<file path="config.mk">
export PLATFORM = sky130hd
export DESIGN_NAME = bracketed_integer_list_parser
export DESIGN_NICKNAME = d
export VERILOG_FILES = /design/src/design/bilp_pkg.sv /design/src/design/bilp_step.sv /design/src/design/bracketed_integer_list_parser.sv
export VERILOG_INCLUDE_DIRS = /design/src /design/src/design
export SDC_FILE = /design/constraint.sdc
export NUM_CORES = 1
export LEC_CHECK = 0
export ABC_CLOCK_PERIOD_IN_PS = 5300
export BUFFER_PORTS_ARGS = -buffer_cell sky130_fd_sc_hd__buf_2
export CAP_MARGIN = 30
export CORE_ASPECT_RATIO = 0.6
export CORE_MARGIN = 5
export CORE_UTILIZATION = 50
export DETAILED_ROUTE_END_ITERATION = 10
export PLACE_DENSITY = 0.68
export SLEW_MARGIN = 0
export SYNTH_ARGS = -nofsm -noshare
export SYNTH_HDL_FRONTEND = slang
export SYNTH_SLANG_ARGS = --single-unit
</file>
<file path="constraint.sdc">
create_clock -name clock -period 5.3 [get_ports clock]
set_input_delay 0.265 -clock clock [delete_from_list [all_inputs] [get_ports clock]]
set_output_delay 0.265 -clock clock [all_outputs]
set_load 0.01 [all_outputs]
</file>
<file path="src/design/bracketed_integer_list_parser_macros.svh">
// ----------------------------------------------------------------------------
// Bracketed integer list parser: assertion macros
// Concurrent check wrappers; compiled out when ASSERT_OFF is defined.
// ----------------------------------------------------------------------------
`ifndef BRACKETED_INTEGER_LIST_PARSER_MACROS_SVH
`define BRACKETED_INTEGER_LIST_PARSER_MACROS_SVH

`ifndef ASSERT_OFF
`define BILP_ASSERT(lbl, clk, rst, prop, msg) \
   lbl: assert property (@(posedge clk) disable iff (rst) prop) else $error(msg);
`define BILP_NEVER(lbl, clk, rst, expr, msg) \
   lbl: assert property (@(posedge clk) disable iff (rst) !(expr)) else $error(msg);
`else
`define BILP_ASSERT(lbl, clk, rst, prop, msg)
`define BILP_NEVER(lbl, clk, rst, expr, msg)
`endif

`endif

</file>
<file path="src/design/bilp_pkg.sv">
// ----------------------------------------------------------------------------
// bilp_pkg
// Shared types and constants of the bracketed integer list parser.
// ----------------------------------------------------------------------------
`timescale 1ns / 1ps
`default_nettype none

package bilp_pkg;

   localparam int VALUE_BITS_DEFAULT = 32;
   localparam int OUT_BITS           = 32;
   localparam int COUNT_BITS         = 16;

   localparam logic [COUNT_BITS-1:0] COUNT_MAX = {COUNT_BITS{1'b1}};

   localparam logic [7:0] CH_OPEN  = 8'h5B;   // '['
   localparam logic [7:0] CH_CLOSE = 8'h5D;   // ']'
   localparam logic [7:0] CH_COMMA = 8'h2C;   // ','
   localparam logic [7:0] CH_SPACE = 8'h20;   // ' '
   localparam logic [7:0] CH_PLUS  = 8'h2B;   // '+'
   localparam logic [7:0] CH_MINUS = 8'h2D;   // '-'
   localparam logic [7:0] CH_ZERO  = 8'h30;   // '0'
   localparam logic [7:0] CH_NINE  = 8'h39;   // '9'
   localparam logic [7:0] CH_TAB   = 8'h09;   // first of tab, LF, VT, FF, CR
   localparam logic [7:0] CH_CR    = 8'h0D;

   localparam logic [1:0] STATUS_OK       = 2'd0;
   localparam logic [1:0] STATUS_NO_OPEN  = 2'd1;
   localparam logic [1:0] STATUS_NO_CLOSE = 2'd2;

   typedef enum logic [3:0] {
      PH_SKIP   = 4'b0001,
      PH_SIGN   = 4'b0010,
      PH_DIGITS = 4'b0100,
      PH_DONE   = 4'b1000
   } phase_type;

   typedef struct packed {
      logic      seen_first;
      logic      open_bad;
      phase_type phase;
      logic      is_negative;
      logic      last_close;
      logic      just_opened;
   } ctrl_type;

   localparam ctrl_type CTRL_RESET = '{
      seen_first:  1'b0,
      open_bad:    1'b0,
      phase:       PH_SKIP,
      is_negative: 1'b0,
      last_close:  1'b0,
      just_opened: 1'b0
   };

   typedef struct packed {
      logic [7:0] char_code;
      logic       end_of_text;
   } req_payload_type;

   typedef struct packed {
      logic signed [OUT_BITS-1:0]   value;
      logic                         value_valid;
      logic                         list_done;
      logic [1:0]                   status;
      logic [COUNT_BITS-1:0]        element_count;
   } rsp_payload_type;

endpackage

`default_nettype wire

</file>
<file path="src/design/bilp_step.sv">
// ----------------------------------------------------------------------------
// bilp_step
// Per-character next-state and result logic of the list parser.
// ----------------------------------------------------------------------------
`timescale 1ns / 1ps
`default_nettype none

module bilp_step
   import bilp_pkg::*;
#(
   parameter int VALUE_BITS = VALUE_BITS_DEFAULT
) (
   input  ctrl_type               ctrl,
   input  logic [VALUE_BITS-1:0]  acc,
   input  logic [COUNT_BITS-1:0]  count,
   input  req_payload_type        req,
   output ctrl_type               ctrl_next,
   output logic [VALUE_BITS-1:0]  acc_next,
   output logic [COUNT_BITS-1:0]  count_next,
   output logic                   has_result,
   output rsp_payload_type        rsp
);

   localparam logic [VALUE_BITS-1:0] CAP    = {1'b1, {(VALUE_BITS-1){1'b0}}};
   localparam logic [VALUE_BITS-1:0] MAXPOS = CAP - 1'b1;
   localparam logic [VALUE_BITS-1:0] CAP_Q  = CAP / 10;
   localparam logic [3:0]            CAP_R  = 4'(CAP % 10);

   logic                   is_space;
   logic                   is_digit;
   logic                   is_ws;
   logic                   is_sep;
   logic [3:0]             digit;
   logic [VALUE_BITS-1:0]  limit;
   logic [VALUE_BITS+3:0]  times_ten;
   logic [VALUE_BITS-1:0]  acc_digit;
   logic                   emit;
   logic [VALUE_BITS-1:0]  pos_val;
   logic [VALUE_BITS+OUT_BITS-1:0] acc_wide;
   logic [VALUE_BITS+OUT_BITS-1:0] pos_wide;
   logic [OUT_BITS-1:0]    value_out;
   ctrl_type               upd;

   assign is_space = (req.char_code == CH_SPACE);
   assign is_digit = (req.char_code >= CH_ZERO) && (req.char_code <= CH_NINE);
   assign is_ws    = (req.char_code >= CH_TAB) && (req.char_code <= CH_CR);
   assign is_sep   = (req.char_code == CH_COMMA) || (req.char_code == CH_CLOSE);
   assign digit    = 4'(req.char_code - CH_ZERO);

   // (cap - d) / 10 is Q when d <= cap % 10, else Q - 1
   assign limit     = (digit > CAP_R) ? CAP_Q - 1'b1 : CAP_Q;
   assign times_ten = ({4'b0, acc} << 3) + ({4'b0, acc} << 1) + (VALUE_BITS+4)'(digit);
   assign acc_digit = (acc > limit) ? CAP : times_ten[VALUE_BITS-1:0];

   // finished element value from the current accumulator
   assign pos_val   = (acc > MAXPOS) ? MAXPOS : acc;
   assign acc_wide  = {{OUT_BITS{1'b0}}, acc};
   assign pos_wide  = {{OUT_BITS{1'b0}}, pos_val};
   assign value_out = ctrl.is_negative ? (OUT_BITS'(0) - acc_wide[OUT_BITS-1:0])
                                       : pos_wide[OUT_BITS-1:0];

   always_comb begin
      upd      = ctrl;
      acc_next = acc;
      emit     = 1'b0;
      if (!is_space) begin
         if (!ctrl.seen_first) begin
            upd.seen_first  = 1'b1;
            upd.open_bad    = (req.char_code != CH_OPEN);
            upd.just_opened = (req.char_code == CH_OPEN);
            upd.phase       = PH_SKIP;
            upd.is_negative = 1'b0;
            acc_next        = '0;
         end else if (is_sep) begin
            emit = !ctrl.open_bad && !((req.char_code == CH_CLOSE) && ctrl.just_opened);
            upd.phase       = PH_SKIP;
            upd.is_negative = 1'b0;
            upd.just_opened = 1'b0;
            acc_next        = '0;
         end else begin
            upd.just_opened = 1'b0;
            case (ctrl.phase)
               PH_SKIP: begin
                  if (is_ws) begin
                     upd.phase = PH_SKIP;
                  end else if ((req.char_code == CH_PLUS) || (req.char_code == CH_MINUS)) begin
                     upd.is_negative = (req.char_code == CH_MINUS);
                     upd.phase       = PH_SIGN;
                  end else if (is_digit) begin
                     acc_next  = acc_digit;
                     upd.phase = PH_DIGITS;
                  end else begin
                     upd.phase = PH_DONE;
                  end
               end
               PH_SIGN, PH_DIGITS: begin
                  if (is_digit) begin
                     acc_next  = acc_digit;
                     upd.phase = PH_DIGITS;
                  end else begin
                     upd.phase = PH_DONE;
                  end
               end
               default: begin
                  upd.phase = PH_DONE;
               end
            endcase
         end
         upd.last_close = (req.char_code == CH_CLOSE);
      end
   end

   always_comb begin
      logic [COUNT_BITS-1:0] cnt;
      cnt = (emit && (count != COUNT_MAX)) ? count + 1'b1 : count;

      rsp.value         = emit ? value_out : '0;
      rsp.value_valid   = emit;
      rsp.list_done     = req.end_of_text;
      rsp.element_count = cnt;
      if (!req.end_of_text) begin
         rsp.status = STATUS_OK;
      end else if (!upd.seen_first || upd.open_bad) begin
         rsp.status = STATUS_NO_OPEN;
      end else if (!upd.last_close) begin
         rsp.status = STATUS_NO_CLOSE;
      end else begin
         rsp.status = STATUS_OK;
      end
      has_result = emit || req.end_of_text;

      // the final character returns the control state and element count to reset
      if (req.end_of_text) begin
         ctrl_next  = CTRL_RESET;
         count_next = '0;
      end else begin
         ctrl_next  = upd;
         count_next = cnt;
      end
   end

endmodule

`default_nettype wire

</file>
<file path="src/design/bracketed_integer_list_parser.sv">
// ----------------------------------------------------------------------------
// bracketed_integer_list_parser
// Streams "[a,b,c]" text one character per request into signed integers.
// ----------------------------------------------------------------------------
// Takes one character per clock and sustains one request per cycle while
// req_stall is low. Each request passes an input register, then the character
// decode, digit accumulate (shift-add times ten with saturation) and element
// emit logic, and lands in the result register, which drives rsp_valid. A
// request that neither closes an element nor ends the text produces no
// response. req_stall rises only when the input register holds a character
// that has a response of its own and the result register holds a response
// that is being stalled. Status arrives with the final character; values of
// a list whose status is not OK must be dropped by the consumer.
`timescale 1ns / 1ps
`default_nettype none

`include "bracketed_integer_list_parser_macros.svh"

module bracketed_integer_list_parser
   import bilp_pkg::*;
#(
   parameter int VALUE_BITS = VALUE_BITS_DEFAULT
) (
   input  logic            clock,
   input  logic            reset,
   input  logic            req_valid,
   output logic            req_stall,
   input  req_payload_type req_payload,
   output logic            rsp_valid,
   input  logic            rsp_stall,
   output rsp_payload_type rsp_payload
);

   logic                  in_valid_ff, in_valid_in;
   req_payload_type       in_data_ff, in_data_in;
   ctrl_type              ctrl_ff, ctrl_in;
   logic [VALUE_BITS-1:0] acc_ff, acc_in;
   logic [COUNT_BITS-1:0] count_ff, count_in;
   logic                  rsp_valid_ff, rsp_valid_in;
   rsp_payload_type       rsp_data_ff, rsp_data_in;

   ctrl_type              step_ctrl;
   logic [VALUE_BITS-1:0] step_acc;
   logic [COUNT_BITS-1:0] step_count;
   logic                  step_has_result;
   rsp_payload_type       step_rsp;
   logic                  advance;
   logic                  fire;

   bilp_step #(
      .VALUE_BITS(VALUE_BITS)
   ) u_step (
      .ctrl       (ctrl_ff),
      .acc        (acc_ff),
      .count      (count_ff),
      .req        (in_data_ff),
      .ctrl_next  (step_ctrl),
      .acc_next   (step_acc),
      .count_next (step_count),
      .has_result (step_has_result),
      .rsp        (step_rsp)
   );

   // the held character moves on unless its response has nowhere to go
   assign advance   = !step_has_result || !rsp_valid_ff || !rsp_stall;
   assign fire      = in_valid_ff && advance;
   assign req_stall = in_valid_ff && !advance;

   always_comb begin
      in_valid_in  = in_valid_ff;
      in_data_in   = in_data_ff;
      ctrl_in      = ctrl_ff;
      acc_in       = acc_ff;
      count_in     = count_ff;
      rsp_valid_in = rsp_valid_ff && rsp_stall;
      rsp_data_in  = rsp_data_ff;
      if (!req_stall) begin
         in_valid_in = req_valid;
         in_data_in  = req_payload;
      end
      if (fire) begin
         ctrl_in  = step_ctrl;
         acc_in   = step_acc;
         count_in = step_count;
         if (step_has_result) begin
            rsp_valid_in = 1'b1;
            rsp_data_in  = step_rsp;
         end
      end
   end

   always_ff @(posedge clock) begin
      if (reset) begin
         in_valid_ff  <= 1'b0;
         ctrl_ff      <= CTRL_RESET;
         acc_ff       <= '0;
         count_ff     <= '0;
         rsp_valid_ff <= 1'b0;
      end else begin
         in_valid_ff  <= in_valid_in;
         ctrl_ff      <= ctrl_in;
         acc_ff       <= acc_in;
         count_ff     <= count_in;
         rsp_valid_ff <= rsp_valid_in;
      end
      in_data_ff  <= in_data_in;
      rsp_data_ff <= rsp_data_in;
   end

   assign rsp_valid   = rsp_valid_ff;
   assign rsp_payload = rsp_data_ff;

   `BILP_NEVER(a_stall_needs_data, clock, reset,
      req_stall && !in_valid_ff,
      "req_stall with empty input register")
   `BILP_ASSERT(a_empty_value_zero, clock, reset,
      rsp_valid && !rsp_payload.value_valid |-> rsp_payload.value == '0,
      "response without element carries nonzero value")
   `BILP_ASSERT(a_status_on_done, clock, reset,
      rsp_valid && !rsp_payload.list_done |-> rsp_payload.status == STATUS_OK,
      "status reported before the final character")
   `BILP_ASSERT(a_reset_after_done, clock, reset,
      fire && in_data_ff.end_of_text |=> count_ff == '0 && !ctrl_ff.seen_first,
      "parser state not cleared after final character")

endmodule

`default_nettype wire
</file>
==> metrics.txt, run 1 <==
outcome completed; die height 105 µm; PwrDens 269 mW/mm²; Finished Core Util 0.593; asr flop ratio synth 0; Port-buffer cells 66; Post-Synth Adder-Cell Area 0.110; Post-Synth XOR/XNOR Area 0.0501; maximum fanout along the worst path 32; CTS tree done; Yosys top cell by area edfxtp_1; Hold Startpoint req_payload[1]; Worst Hold Depth 1; final setup TNS 0 ps; Relative slew margins 0.335; GR Util All Layers 0.225; vias in the first global route 6318; die area 0.0177 mm²; Max Fclk 245 MHz; Req. time, crit path 5630 ps; CTS buffer count 17; register area share after synthesis 0.401; Detailed Route WL 19.9 mm; post-synthesis cell type count 63; mux contribution to synthesized area 0.00450; Worst R2R Setup Slack 1210 ps; Synth Area in Compound Gates 0.201; Yosys top cell area share 0.244; Hold Crit Class in2reg; worst r2r src in_data_ff[6]; crit path from in_data_ff[6]; ranking of synthesized cells by area edfxtp_1, dfxtp_1, ha_1; fin crit share 0.771; Clock transition at path regs 70 ps; CTS Root Cell clkbuf_16; Pins Over Slew Limit 0; Final GP Congestion 0.880; Leakage 3.65 nW; MaxCap Viol Count 0; Post-Syn Area per Cell 9.07 µm²; skew final 15.1 ps; FF-to-FF End acc_ff[22]; worst vdd ir 0.211 mV; largest family of logic cells by synthesized area simple AND/OR/NAND/NOR gates; Critical Path AT 4410 ps; global-route wire length before repair 32.6 mm; footprint of the multi-input gates 0.00429 mm²; H-tree Lvls 4; Synth Area in Simple Gates 0.204; largest net degree at the start of global routing 52; RSZ-0062 raised after global routing no; register area 0.00301 mm²; EDFF count, synth 61; most common cell in the synthesized netlist nor2_1; synthesized flop and latch total 120; Synth Flop Type edfxtp_1; DRT iter0 DRCs 641; worst skew pair latency 420 ps; list of most frequent post-synthesis cells nor2_1, ha_1, edfxtp_1; grt total ovfl 0; diodes inserted 0; Site Rows 34; Slew @ Worst Pin 998 ps; Die X-Extent 168 µm; Ports 67; Final min period 4090 ps; synth warn 0; Vias 6756; final net count 966; setup repair bufs after CTS 0; hold_buf cts 0; Synth Cell Area 0.00751 mm²; Remaining DRCs 0; Net Count, Synth 906; Avg Vias per Cell 6.15; fraction of layout cells with a size suffix above 1 0.139; R2R cell count 11; quantity of gates resized following cts 0; clock sinks 120; Final setup viols 0; number of nets with antenna violations after routing 0; element type at the critical path start flop; initial antenna violation count 0; Starting Density 0.515; CP endpoint kind flop; Wirelength per Cell 18.1 µm; Syn-to-layout area delta 15.2%; kind of critical path reg2reg; Syn Inst Count 828; clk buf depth 2; Fillers 1253; Worst Hold End in_data_ff[1]; drt first pass iters 5; core area 0.0146 mm²; DP Wirelength 14.3 mm; Hold Fails Final Rpt 0
## layout make-up
class,count,share of cell area
Clock buffer,17,0.0491
Tap cell,198,0.0286
Clock inverter,15,0.0236
Sequential cell,120,0.348
Inverter,26,0.0113
Timing Repair Buffer,73,0.0442
Multi-Input combinational cell,650,0.495
## routing by layer
layer | wire length, µm | GRT usage
met2 | 8320 | 0.326
met3 | 1690 | 0.0483
met5 | 0 | 0
met4 | 302 | 0.0695
met1 | 9640 | 0.336
## how the worst max path moves through the flow
stage | depth (start not counted) | to | slack [ps]
floorplan | 8 | rsp_payload[0] | 1130
global placement | 11 | acc_ff[22] | 1440
detailed placement | 11 | acc_ff[22] | 1270
CTS | 11 | acc_ff[22] | 1250
global route | 11 | acc_ff[22] | 950
finish | 11 | acc_ff[22] | 1210
## sequential cells by signal, summed over array words and instances (netlist names)
signal / cells
acc_ff: 32
count_ff: 16
ctrl_ff: 9
in_data_ff: 9
in_valid_ff: 1
rsp_payload: 52
rsp_valid: 1
## per-stage QoR
step,instance area [µm²],setup WS [ps],hold WS [ps],cells,total power [mW]
floorplan,7510,1130,364,828,1.06
global placement,8030,1440,442,1067,1.09
detailed placement,8030,1270,444,1067,1.09
CTS,8660,1250,7.30,1099,2.33
global route,8660,951,3.52,1099,2.39
finish,8660,1210,14.6,1099,2.33
## logic make-up (layout without fill, tap and decap cells)
| kind of cell | after synthesis | in the layout |
|---|---|---|
| AO/OA/AOI/OAI | 231 | 231 |
| XOR/XNOR | 43 | 43 |
| adder cells (fa/ha/maj) | 65 | 65 |
| buffers and inverters | 58 | 131 |
| flip-flops | 120 | 120 |
| multiplexers | 3 | 3 |
| AND/OR/NAND/NOR | 308 | 308 |
## cell usage in the layout (no fill, tap or decap), drive strengths merged, types with 6 or more instances in the layout
cell	synthesis	routed
a21oi	53	53
ha	63	63
dfxtp	59	59
nor2	117	117
nand2	55	55
nor4	10	10
o21bai	6	6
clkbuf	26	17
o21ai	50	50
xor2	17	17
o31ai	6	6
a31oi	19	19
and3	8	8
a22oi	29	29
a211oi	6	6
a311oi	13	13
buf	6	73
or3	9	9
xnor2	26	26
o211ai	6	6
and2	6	6
inv	26	36
nor3	20	20
or2	6	6
nand3	21	21
a21o	14	14
edfxtp	61	61
nor2b	11	11
nand4	14	14
nand3b	6	6
## power breakdown
part | switching (mW) | internal (mW)
clock network | 0.491 | 0.762
logic | 0.0516 | 0.0232
registers | 0.0119 | 0.986
## critical path, cell delays in order, from the launching register on
cell and delay [ps]:
edfxtp_1 470, nor4b_1 230, o21bai_1 190, nand3_1 70
buf_4 340, inv_1 230, nor2_1 310, o21a_1 410
nand2_1 210, nor4b_4 820, nand2_1 370, o31ai_1 310
(Power assumes the default switching activity.)
==> run 2: changes to the inputs <==
--- a/config.mk
+++ b/config.mk
@@ -6,14 +6,14 @@
 export SDC_FILE = /design/constraint.sdc
 export NUM_CORES = 1
 export LEC_CHECK = 0
-export ABC_CLOCK_PERIOD_IN_PS = 5300
+export ABC_CLOCK_PERIOD_IN_PS = 3600
 export BUFFER_PORTS_ARGS = -buffer_cell sky130_fd_sc_hd__buf_2
 export CAP_MARGIN = 30
 export CORE_ASPECT_RATIO = 0.6
 export CORE_MARGIN = 5
 export CORE_UTILIZATION = 50
 export DETAILED_ROUTE_END_ITERATION = 10
-export PLACE_DENSITY = 0.68
+export PLACE_DENSITY = 0.7
 export SLEW_MARGIN = 0
 export SYNTH_ARGS = -nofsm -noshare
 export SYNTH_HDL_FRONTEND = slang
==> constraint.sdc (replaced) <==
create_clock -name clock -period 3.6 [get_ports clock]
set_input_delay 0.18 -clock clock [delete_from_list [all_inputs] [get_ports clock]]
set_output_delay 0.18 -clock clock [all_outputs]
set_load 0.01 [all_outputs]
==> run 2 against run 1 <==
  * Final area grew 3.1%
  * Worst setup slack worse by 990 ps
  * Largest cell class unchanged
  * Fmax up 21%
  * Clock skew fell by 4.5 ps
  * Global-route usage shrank 0.24 points
  * Count of clock-buffer cells in the layout stayed put
  * Combinational power grew 66%
  * Non-clock buffer count up 36
  * Sequential share of layout area down 1.0 points
  * Power up 41%
  * Clock power grew 35%
==> metrics.txt, run 2 (synthesis gave the netlist of run 1 again) <==
outcome completed; number of nets with antenna violations after routing 0; global-route wire length before repair 32.0 mm; Worst Hold End rsp_valid; CTS tree done; fin crit share 0.939; PwrDens 368 mW/mm²; kind of critical path reg2reg; element type at the critical path start flop; Finished Core Util 0.611; worst path bufs/invs 0; Wirelength per Cell 17.7 µm; clock sinks 120; delay-heaviest family, CP simple AND/OR/NAND/NOR gates; Syn-to-layout area delta 18.8%; FF-to-FF End acc_ff[16]; Site Rows 34; Avg Vias per Cell 6.01; CP endpoint kind flop; Hold Crit Class in2reg; DP Wirelength 14.5 mm; Worst R2R Setup Slack 220 ps; Critical Path AT 3710 ps; drt first pass iters 5; Ports 67; Hold Startpoint rsp_stall; worst r2r src in_data_ff[3]; Int Pwr 2.48 mW; DRT iter0 DRCs 751; worst vdd ir 0.229 mV; Clk pwr share 0.516; vias in the first global route 5914; Fillers 1232; number of flip-flops in the largest register 52; CTS Root Cell clkbuf_16; Clock transition at path regs 60 ps; Die X-Extent 168 µm; Relative slew margins 0.345; initial antenna violation count 0; most frequent CP cell o21ai_0; skew final 10.5 ps; Worst Hold Depth 3; die area 0.0177 mm²; die height 105 µm; slowest CP cell edfxtp_1; crit path from in_data_ff[3]; Pins Over Slew Limit 0; CTS buffer count 17; Slew @ Worst Pin 979 ps; H-tree Lvls 4; commonest cells after routing, fill and taps aside nor2_1, buf_2, ha_1; clk buf depth 2; Net Switching 807 µW; GR Util All Layers 0.223; switching share of power 0.246; Cells after DPL 1092; CP cell instances or2_2 > o21ai_0 > ha_1 > nor2b_1 > o21a_1 > o21ai_0 > a21oi_1 > o21ai_0 > a21oi_1 > nor4b_4 > or3b_1 > a31oi_1; core area 0.0146 mm²; Hold Fails Final Rpt 0; maximum fanout along the worst path 7; combinational share of power 0.038; MaxCap Viol Count 0; Vias 6824; Max Fclk 296 MHz; Port-buffer cells 66; RSZ-0062 raised after global routing yes; most common cell after layout, fill and taps aside nor2_1; diodes inserted 0; Final min period 3380 ps; Starting Density 0.515; Final setup viols 0; part of the power in registers 0.446; fin cells 1135; R2R cell count 12; fraction of layout cells with a size suffix above 1 0.166; Final GP Congestion 0.932; worst skew pair latency 410 ps; final net count 1002; Req. time, crit path 3930 ps; largest net degree at the start of global routing 51; grt total ovfl 0; Leakage 3.81 nW; Detailed Route WL 20.1 mm; CP peak stage delay 490 ps; Hold Slack 109 ps; Remaining DRCs 0
-- run 2: worst max-delay path by stage --
stage	depth (start not counted)	to
6_report	12	acc_ff[16]
5_1_grt	13	acc_ff[18]
4_1_cts	14	acc_ff[30]
3_5_place_dp	14	acc_ff[30]
3_3_place_gp	14	acc_ff[30]
2_1_floorplan	8	rsp_payload[0]
-- run 2: layout make-up --
| class | instances | area, µm² | area share |
|---|---|---|---|
| flip-flops and latches | 120 | 3010 | 0.338 |
| repair buffers | 109 | 678 | 0.0760 |
| inverters | 26 | 97.6 | 0.0109 |
| clock buffers | 17 | 425 | 0.0477 |
| well taps | 198 | 248 | 0.0278 |
| multi-input cells | 650 | 4310 | 0.483 |
| clock inverters | 15 | 154 | 0.0173 |
-- run 2: repair_timing --
item                                    in CTS  in global routing
hold endpoints to repair                    10                  0
buffers inserted                             0                  1
hold buffers                                10                  0
endpoints found under the setup margin       0                 10
resized for setup                            0                  7
-- run 2: metrics by stage --
step | area, µm² | power, mW | TNS (ps) | setup slack [ps]
floorplan | 7510 | 1.56 | 0 | 261
global placement | 8210 | 1.61 | 0 | 179
detailed placement | 8210 | 1.61 | 0 | 109
CTS | 8890 | 3.29 | 0 | 41.6
global route | 8920 | 3.39 | -20.3 | -20.3
finish | 8920 | 3.28 | 0 | 220
-- run 2: metal layers --
| layer | vias to the layer above | global-route usage | wire length (µm) |
|---|---|---|---|
| met2 | 330 | 0.284 | 7740 |
| met3 | 28 | 0.0426 | 1900 |
| met4 | 0 | 0.0498 | 232 |
| met5 | - | 0 | 0 |
| li1 | 3305 | - | - |
| met1 | 3161 | 0.376 | 10200 |
-- run 2: tightest hold or removal path, cell delays in order --
cell	delay, ps
buf_2	80
nand2_1	100
a21oi_1	130
-- run 2: power groups by stage --
| stage | Combinational, mW | Clock (mW) | Sequential, mW |
|---|---|---|---|
| 6_report | 0.124 | 1.69 | 1.46 |
| 4_1_cts | 0.121 | 1.71 | 1.47 |
| 3_5_place_dp | 0.113 | 0 | 1.49 |
| 5_1_grt | 0.134 | 1.79 | 1.47 |
| 2_1_floorplan | 0.0608 | 0 | 1.50 |
| 3_3_place_gp | 0.112 | 0 | 1.49 |
